**src/sv/asd_pkg.sv**
```systemverilog
`timescale 1ns / 1ps
// ============================================================================
// Accelerometer step detector package
// Shared payload types, field widths, register indexes and reset values.
// ============================================================================
package asd_pkg;

    localparam int AXIS_W      = 16;
    localparam int SQ_W        = 32;
    localparam int MAG_W       = 16;
    localparam int THR_W       = 16;
    localparam int STRIDE_W    = 12;
    localparam int STEP_OUT_W  = 24;
    localparam int DIST_W      = 36;
    localparam int CFG_INDEX_W = 4;
    localparam int CFG_DATA_W  = 16;

    localparam logic [CFG_INDEX_W-1:0] CFG_THRESHOLD = 4'd0;
    localparam logic [CFG_INDEX_W-1:0] CFG_STRIDE    = 4'd1;

    localparam logic [THR_W-1:0]    THRESHOLD_RESET = 16'd75;
    localparam logic [STRIDE_W-1:0] STRIDE_RESET    = 12'd762;

    typedef struct packed {
        logic signed [AXIS_W-1:0] accel_x;
        logic signed [AXIS_W-1:0] accel_y;
        logic signed [AXIS_W-1:0] accel_z;
    } accel_in_t;

    typedef struct packed {
        logic [STEP_OUT_W-1:0] step_count;
        logic [DIST_W-1:0]     distance_mm;
        logic                  step_event;
        logic [MAG_W-1:0]      magnitude_out;
        logic                  peak_armed;
    } step_out_t;

endpackage

```
**src/sv/accel_step_detector_top.sv**
```systemverilog
`timescale 1ns / 1ps
// ============================================================================
// Accelerometer step detector
// Threshold and peak pedometer: magnitude, sliding window average, step count
// and distance, computed by a small sequencer around shared arithmetic.
// ============================================================================
//  Channel  Handshake              Payload
//  in       in_valid / in_ready    in_data    (accel_in_t)
//  out      out_valid / out_ready  out_data   (step_out_t)
//  cfg      cfg_valid / cfg_ready  cfg_index, cfg_data
//
//  A result is registered after its transaction passes through the shared
//  squaring multiplier (one axis at a time), the iterative square root and
//  the window, decision and distance steps. A new transaction is accepted
//  only in the idle state, once the previous result has been stored.
//  A result still waiting in the output register holds the block in its
//  distance step. Reset clears the window (through per-entry valid bits).
// ============================================================================
module accel_step_detector_top
    import asd_pkg::*;
#(
    parameter int WINDOW_DEPTH    = 20,
    parameter int STEP_COUNT_BITS = 24
) (
    input  logic                   clk,
    input  logic                   rst_n,
    input  logic                   in_valid,
    output logic                   in_ready,
    input  accel_in_t              in_data,
    output logic                   out_valid,
    input  logic                   out_ready,
    output step_out_t              out_data,
    input  logic                   cfg_valid,
    output logic                   cfg_ready,
    input  logic [CFG_INDEX_W-1:0] cfg_index,
    input  logic [CFG_DATA_W-1:0]  cfg_data
);

    localparam int PTR_W = $clog2(WINDOW_DEPTH);
    localparam int SUM_W = MAG_W + $clog2(WINDOW_DEPTH);
    localparam int CMP_W = SUM_W + 1;
    localparam int PRD_W = STEP_COUNT_BITS + STRIDE_W;
    localparam logic [SUM_W-1:0] DEPTH_N  = SUM_W'(WINDOW_DEPTH);
    localparam logic [PTR_W-1:0] PTR_LAST = PTR_W'(WINDOW_DEPTH - 1);

    typedef enum logic [5:0] {
        ST_IDLE   = 6'b000001,
        ST_SQUARE = 6'b000010,
        ST_ROOT   = 6'b000100,
        ST_SUM    = 6'b001000,
        ST_DECIDE = 6'b010000,
        ST_DIST   = 6'b100000
    } state_t;

    state_t                     state_reg;
    state_t                     state_next;
    accel_in_t                  in_reg;
    logic [1:0]                 sq_cnt_reg;
    logic [SQ_W-1:0]            prod_reg;
    logic [SQ_W-1:0]            sq_reg;
    logic [MAG_W-1:0]           mag_reg;
    logic [SUM_W-1:0]           mag_n_reg;
    logic [SUM_W-1:0]           thr_n_reg;
    logic [SUM_W-1:0]           sum_reg;
    logic [PTR_W-1:0]           ptr_reg;
    logic [WINDOW_DEPTH-1:0]    ring_valid_reg;
    logic                       armed_reg;
    logic [MAG_W-1:0]           held_peak_reg;
    logic [STEP_COUNT_BITS-1:0] steps_reg;
    logic                       event_reg;
    logic [THR_W-1:0]           threshold_reg;
    logic [STRIDE_W-1:0]        stride_reg;
    step_out_t                  out_reg;
    logic                       out_valid_reg;

    logic signed [AXIS_W-1:0]   op_sel;
    logic signed [SQ_W-1:0]     prod_s;
    logic                       sqrt_start;
    logic [SQ_W-1:0]            sqrt_radicand;
    logic                       sqrt_done;
    logic [MAG_W-1:0]           sqrt_root;
    logic [MAG_W-1:0]           ram_rd_data;
    logic [MAG_W-1:0]           old_mag;
    logic                       rise;
    logic                       fall;
    logic                       out_free;
    logic [PRD_W-1:0]           dist_prod;

    always_comb
    begin
        case (sq_cnt_reg)
            2'd0:    op_sel = in_reg.accel_x;
            2'd1:    op_sel = in_reg.accel_y;
            default: op_sel = in_reg.accel_z;
        endcase
    end

    assign prod_s        = SQ_W'(op_sel) * SQ_W'(op_sel);
    assign sqrt_start    = (state_reg == ST_SQUARE) && (sq_cnt_reg == 2'd3);
    assign sqrt_radicand = sq_reg + prod_reg;

    asd_isqrt u_isqrt (
        .clk      (clk),
        .rst_n    (rst_n),
        .start    (sqrt_start),
        .radicand (sqrt_radicand),
        .done     (sqrt_done),
        .root     (sqrt_root)
    );

    asd_ram #(
        .WIDTH (MAG_W),
        .DEPTH (WINDOW_DEPTH)
    ) u_ring (
        .clk     (clk),
        .wr_en   (state_reg == ST_DECIDE),
        .wr_addr (ptr_reg),
        .wr_data (mag_reg),
        .rd_addr (ptr_reg),
        .rd_data (ram_rd_data)
    );

    assign old_mag   = ring_valid_reg[ptr_reg] ? ram_rd_data : '0;
    assign rise      = CMP_W'(mag_n_reg) > (CMP_W'(sum_reg) + CMP_W'(thr_n_reg));
    assign fall      = (CMP_W'(mag_n_reg) + CMP_W'(thr_n_reg)) < CMP_W'(sum_reg);
    assign out_free  = !out_valid_reg || out_ready;
    assign dist_prod = PRD_W'(steps_reg) * PRD_W'(stride_reg);

    always_comb
    begin
        state_next = state_reg;
        unique case (state_reg)
            ST_IDLE:
            begin
                if (in_valid)
                begin
                    state_next = ST_SQUARE;
                end
            end
            ST_SQUARE:
            begin
                if (sq_cnt_reg == 2'd3)
                begin
                    state_next = ST_ROOT;
                end
            end
            ST_ROOT:
            begin
                if (sqrt_done)
                begin
                    state_next = ST_SUM;
                end
            end
            ST_SUM:    state_next = ST_DECIDE;
            ST_DECIDE: state_next = ST_DIST;
            ST_DIST:
            begin
                if (out_free)
                begin
                    state_next = ST_IDLE;
                end
            end
            default:   state_next = ST_IDLE;
        endcase
    end

    always_ff @(posedge clk or negedge rst_n)
    begin
        if (!rst_n)
        begin
            state_reg      <= ST_IDLE;
            sq_cnt_reg     <= '0;
            ptr_reg        <= '0;
            sum_reg        <= '0;
            ring_valid_reg <= '0;
            armed_reg      <= 1'b0;
            held_peak_reg  <= '0;
            steps_reg      <= '0;
            event_reg      <= 1'b0;
            threshold_reg  <= THRESHOLD_RESET;
            stride_reg     <= STRIDE_RESET;
            out_valid_reg  <= 1'b0;
        end
        else
        begin
            state_reg <= state_next;

            if (cfg_valid)
            begin
                unique case (cfg_index)
                    CFG_THRESHOLD: threshold_reg <= cfg_data[THR_W-1:0];
                    CFG_STRIDE:    stride_reg    <= cfg_data[STRIDE_W-1:0];
                    default:       ;
                endcase
            end

            if (state_reg == ST_SQUARE)
            begin
                sq_cnt_reg <= sq_cnt_reg + 1'b1;
            end
            else
            begin
                sq_cnt_reg <= '0;
            end

            if (state_reg == ST_SUM)
            begin
                sum_reg <= sum_reg - SUM_W'(old_mag) + SUM_W'(mag_reg);
            end

            if (state_reg == ST_DECIDE)
            begin
                ring_valid_reg[ptr_reg] <= 1'b1;
                ptr_reg   <= (ptr_reg == PTR_LAST) ? '0 : ptr_reg + 1'b1;
                event_reg <= 1'b0;
                if (rise && !armed_reg && (mag_reg > held_peak_reg))
                begin
                    held_peak_reg <= mag_reg;
                    armed_reg     <= 1'b1;
                end
                else if (fall && armed_reg)
                begin
                    if (steps_reg != '1)
                    begin
                        steps_reg <= steps_reg + 1'b1;
                    end
                    armed_reg     <= 1'b0;
                    held_peak_reg <= '0;
                    event_reg     <= 1'b1;
                end
            end

            if ((state_reg == ST_DIST) && out_free)
            begin
                out_valid_reg <= 1'b1;
            end
            else if (out_ready)
            begin
                out_valid_reg <= 1'b0;
            end
        end
    end

    always_ff @(posedge clk)
    begin
        if (in_valid && in_ready)
        begin
            in_reg <= in_data;
        end

        if (state_reg == ST_SQUARE)
        begin
            prod_reg <= SQ_W'(prod_s);
            sq_reg   <= (sq_cnt_reg == 2'd0) ? '0 : sq_reg + prod_reg;
        end

        if ((state_reg == ST_ROOT) && sqrt_done)
        begin
            mag_reg <= sqrt_root;
        end

        if (state_reg == ST_SUM)
        begin
            mag_n_reg <= SUM_W'(mag_reg) * DEPTH_N;
            thr_n_reg <= SUM_W'(threshold_reg) * DEPTH_N;
        end

        if ((state_reg == ST_DIST) && out_free)
        begin
            out_reg.step_count    <= STEP_OUT_W'(steps_reg);
            out_reg.distance_mm   <= DIST_W'(dist_prod);
            out_reg.step_event    <= event_reg;
            out_reg.magnitude_out <= mag_reg;
            out_reg.peak_armed    <= armed_reg;
        end
    end

    assign in_ready  = (state_reg == ST_IDLE);
    assign cfg_ready = 1'b1;
    assign out_valid = out_valid_reg;
    assign out_data  = out_reg;

    a_busy_after_accept: assert property (
        @(posedge clk) disable iff (!rst_n)
        (in_valid && in_ready) |=> !in_ready
    ) else $error("Input accepted twice in consecutive cycles");

    a_root_in_place: assert property (
        @(posedge clk) disable iff (!rst_n)
        sqrt_done |-> (state_reg == ST_ROOT)
    ) else $error("Square root finished outside the root state");

    a_armed_has_peak: assert property (
        @(posedge clk) disable iff (!rst_n)
        armed_reg |-> (held_peak_reg != '0)
    ) else $error("Peak armed with no held peak");

    a_event_disarms: assert property (
        @(posedge clk) disable iff (!rst_n)
        (state_reg == ST_DECIDE && fall && armed_reg && !rise) |=> (!armed_reg && event_reg)
    ) else $error("Trough while armed did not count a step");

endmodule

```
**src/sv/asd_ram.sv**
```systemverilog
`timescale 1ns / 1ps
// ============================================================================
// Generic single-port-write RAM
// One write port and one read port with a registered read.
// ============================================================================
module asd_ram #(
    parameter int WIDTH = 16,
    parameter int DEPTH = 20
) (
    input  logic                     clk,
    input  logic                     wr_en,
    input  logic [$clog2(DEPTH)-1:0] wr_addr,
    input  logic [WIDTH-1:0]         wr_data,
    input  logic [$clog2(DEPTH)-1:0] rd_addr,
    output logic [WIDTH-1:0]         rd_data
);

    logic [WIDTH-1:0] mem [DEPTH];
    logic [WIDTH-1:0] rd_data_reg;

    always_ff @(posedge clk)
    begin
        if (wr_en)
        begin
            mem[wr_addr] <= wr_data;
        end
        rd_data_reg <= mem[rd_addr];
    end

    assign rd_data = rd_data_reg;

endmodule

```
**src/sv/asd_isqrt.sv**
```systemverilog
`timescale 1ns / 1ps
// ============================================================================
// Iterative integer square root
// Digit-by-digit floor square root, one result bit per clock cycle.
// ============================================================================
module asd_isqrt
    import asd_pkg::*;
(
    input  logic             clk,
    input  logic             rst_n,
    input  logic             start,
    input  logic [SQ_W-1:0]  radicand,
    output logic             done,
    output logic [MAG_W-1:0] root
);

    localparam int CNT_W = $clog2(MAG_W);

    logic [SQ_W-1:0]  rem_reg;
    logic [SQ_W-1:0]  root_reg;
    logic [SQ_W-1:0]  bit_reg;
    logic [CNT_W-1:0] cnt_reg;
    logic             busy_reg;
    logic             done_reg;
    logic [SQ_W-1:0]  trial;

    assign trial = root_reg + bit_reg;

    always_ff @(posedge clk or negedge rst_n)
    begin
        if (!rst_n)
        begin
            cnt_reg  <= '0;
            busy_reg <= 1'b0;
            done_reg <= 1'b0;
        end
        else
        begin
            done_reg <= 1'b0;
            if (start)
            begin
                cnt_reg  <= '0;
                busy_reg <= 1'b1;
            end
            else if (busy_reg)
            begin
                cnt_reg <= cnt_reg + 1'b1;
                if (cnt_reg == CNT_W'(MAG_W - 1))
                begin
                    busy_reg <= 1'b0;
                    done_reg <= 1'b1;
                end
            end
        end
    end

    always_ff @(posedge clk)
    begin
        if (start)
        begin
            rem_reg  <= radicand;
            root_reg <= '0;
            bit_reg  <= SQ_W'(1) << (SQ_W - 2);
        end
        else if (busy_reg)
        begin
            if (rem_reg >= trial)
            begin
                rem_reg  <= rem_reg - trial;
                root_reg <= (root_reg >> 1) + bit_reg;
            end
            else
            begin
                root_reg <= root_reg >> 1;
            end
            bit_reg <= bit_reg >> 2;
        end
    end

    assign done = done_reg;
    assign root = root_reg[MAG_W-1:0];

endmodule
```
**config.mk**
```make
export PLATFORM = sky130hd
export DESIGN_NAME = accel_step_detector_top
export DESIGN_NICKNAME = d
export VERILOG_FILES = /design/src/sv/asd_pkg.sv /design/src/sv/accel_step_detector_top.sv /design/src/sv/asd_ram.sv /design/src/sv/asd_isqrt.sv
export SDC_FILE = /design/constraint.sdc
export NUM_CORES = 2
export LEC_CHECK = 0
export ABC_AREA = 1
export BUFFER_PORTS_ARGS = -buffer_cell sky130_fd_sc_hd__buf_2
export CAP_MARGIN = 15
export CORE_UTILIZATION = 58
export CTS_CLUSTER_DIAMETER = 150
export CTS_CLUSTER_SIZE = 40
export DETAILED_ROUTE_END_ITERATION = 12
export MAX_ROUTING_LAYER = met4
export PLACE_DENSITY = 0.82
export SYNTH_ARGS = -nofsm -noshare
export SYNTH_HDL_FRONTEND = slang
export SYNTH_HIERARCHICAL = 1
export SYNTH_SLANG_ARGS = --single-unit
```
**constraint.sdc**
```tcl
create_clock -name clk -period 11.3 [get_ports clk]
set_input_delay 0.565 -clock clk [delete_from_list [all_inputs] [get_ports clk]]
set_output_delay 0.565 -clock clk [all_outputs]
set_load 0.01 [all_outputs]
```
==> results.yml <==
die:
  die_h_um: 328
  core_area_sq_um: 105000
  initial_core_util: 0.586
  boundaryPins: 154
  num_rows: 119
  die_w_um: 328
  die_area_sq_um: 108000
cts:
  postCtsSetupBuffers: 0
  cts_buffer_depth: 3
  clk_latency_ps: 700
  root_buffer: "clkbuf_16"
  clkTransAtPathRegs_ps: 150
  htree_num_levels: 1
  clkSinkCount: 790
  numCtsBuffers: 25
  cts_tree: "done"
final_layout:
  drive_gt1_frac: 0.0484
  n_antenna_cell: 0
  final_cells: 8499
  fill_cells: 9057
  area_growth_pct: 4.29
  largest_register_ffs: 320
  nNetsFinal: 8073
  postLayoutCellArea_sq_um: 64500
  multi_input_area_sq_um: 33600
  seqCellArea_sq_um: 22400
job:
  maxCapViolations: 0
timing:
  fmax_ghz: 0.120
  fin_crit_sh: 0.737
  final-max-slew-violation-count: 0
  finalSetupTns_ps: 0
  slew_headroom: 0.219
  finalWorstPathRequiredPeriod_ps: 8330
  rsz0062_at_grt: "no"
  worst_pin_slew_ps: 1170
  setup_viol: 0
  skew_ps: 49.8
  finalHoldViolations: 0
  whs_ps: 48.5
route:
  drc: 0
  via_per_inst: 5.63
  first_iter_violations: 4583
  wl_per_cell_um: 18.5
  vias: 47800
  routed_wl_um: 158000
  ant_nets: 0
  dr.pass1.iters: 6
grt:
  grt_usage: 0.302
  grt_pass1_wl_um: 252000
  grt_pass1_vias: 47600
  grt_max_degree: 106
  overflow: 0
  antenna_found_initial: 0
min_path:
  hp-class: "in2reg"
synth:
  synth_commonest_cells: "nand2_1 (1777), inv_1 (1221), edfxtp_1 (595)"
  synthDistinctLibCells: 67
  synth_top_cell_by_area: "edfxtp_1"
  synth_warnings: 6
  seq_area_frac_synth: 0.363
  synth_fp_nets: 8062
  synth_top_area_frac: 0.289
  yosys-top-cells-area: "edfxtp_1 (29%), fa_1 (15%), nand2_1 (11%)"
  synth.most_common_cell: "nand2_1"
  synth_edf_count: 595
  postSynthCellCount: 7078
  netlist_area_sq_um: 61800
  ys_ff_latch: 790
  synth-main-ff-cell: "edfxtp_1"
  syn_avg_cell_area_sq_um: 8.73
  async_flop_share: 0.166
run_status:
  status: "completed"
worst_setup_path:
  critical_path_required_ps: 11750
  path_class: "reg2reg"
  max_stage_delay_ps: 790
  cp.arrival_ps: 8780
  cp.buffers_inverters: 8
  startpoint_type: "flip-flop"
  worstPathMaxFanout: 18
  crit_family: "adder cells"
  crit_top_cell: "inv_1"
  end_kind: "flip-flop"
  slowest_stage: "clkinv_1"
placed_design:
  dp_hpwl_um: 118000
  port_buffers: 152
  dp_cells: 8452
  place_area_sq_um: 63600
  place.gp.congestion: 0.963
==> stage by stage <==
| stage | setup slack, ps | util |
|---|---|---|
| after floorplan | 508 | - |
| after global placement | 3270 | 0.604 |
| after detailed placement | 3050 | 0.604 |
| after CTS | 3090 | 0.611 |
| after global routing | 2630 | 0.611 |
| final | 2970 | 0.611 |
==> path summary, 6_finish.rpt <==
| path | endpoint | cells past startpoint | from | slack, ps |
|---|---|---|---|---|
| worst max-delay path | prod_reg[19] | 25 | sq_cnt_reg[0] | 2970 |
| worst min-delay path | in_reg[33] | 1 | in_data[33] | 50 |
| worst min register to register | out_data[17] | 0 | event_reg | 470 |
| worst max register to register | prod_reg[19] | 25 | sq_cnt_reg[0] | 2970 |
| min in group asynchronous | sum_reg[1] | 2 | rst_n | 460 |
| max in group asynchronous | ptr_reg[0] | 3 | rst_n | 9350 |
==> layout make-up <==
cell class / instances / share of cell area
clock buffer: 39 / 0.0105
multi-input combinational: 4821 / 0.521
timing repair buffer: 213 / 0.0190
inverter: 1238 / 0.0722
clock inverter: 7 / 0.00219
sequential: 790 / 0.348
tap: 1391 / 0.0270
==> routing by layer <==
layer | vias up | wire length (um) | track usage
li1 | 22700 | - | -
met1 | 23200 | 67100 | 0.403
met2 | 1746 | 76000 | 0.498
met3 | 254 | 10100 | 0.0283
met5 | - | 0 | -
met4 | 0 | 4340 | 0.0796
==> layout by cell type (no fill, tap or decap), types with 22 or more instances in the layout <==
cell type	n
nand4_1	61
clkbuf_16	25
fa_1	475
o21bai_1	33
nor3_1	58
nand3_1	477
o22ai_1	34
buf_2	151
a21o_1	28
xor2_1	132
dfxtp_1	64
a21oi_1	309
xnor2_1	93
nor4_1	22
nand2_1	1777
nor2_1	398
inv_1	1221
o21ai_0	267
ha_1	435
dfrtp_1	117
buf_4	60
edfxtp_1	595
==> worst reg2reg max path, cell delays in order, from the launching register on <==
cell      delay, ps
dfrtp_1         440
inv_1            70
ha_2            460
nor2_1          380
a21oi_1         650
clkinv_1        790
nand2_1         310
inv_1            90
fa_1            550
inv_1            60
fa_1            490
fa_1            510
inv_1            50
fa_1            470
fa_1            560
inv_1            60
fa_1            530
inv_1            40
ha_1            370
a21oi_1         210
inv_1            60
a31oi_1         140
nand2_1         110
a31oi_1         380
o21ai_0         170
xor2_1          160
==> repair_timing <==
action | 4_1_cts | 5_1_grt
hold buffers | 1 | 0
hold endpoints to repair | 55 | 0
gates resized for setup | 0 | 0
==> cell families (layout without fill, tap and decap cells) <==
group                    Yosys count  in the layout  synth area share
buffers and inverters           1467           1497            0.0948
AND/OR/NAND/NOR                 2880           2880             0.194
XOR/XNOR                         225            225            0.0319
multiplexers                       4              4          0.000729
adder cells (fa/ha/maj)          911            911             0.242
other                              1              1         0.0000607
flip-flops                       790            790             0.363
AO/OA/AOI/OAI                    800            800            0.0732
Power is left out: the tool's default activity adds up to more than one toggle a clock period on the data nets, which glitch-free logic cannot reach.
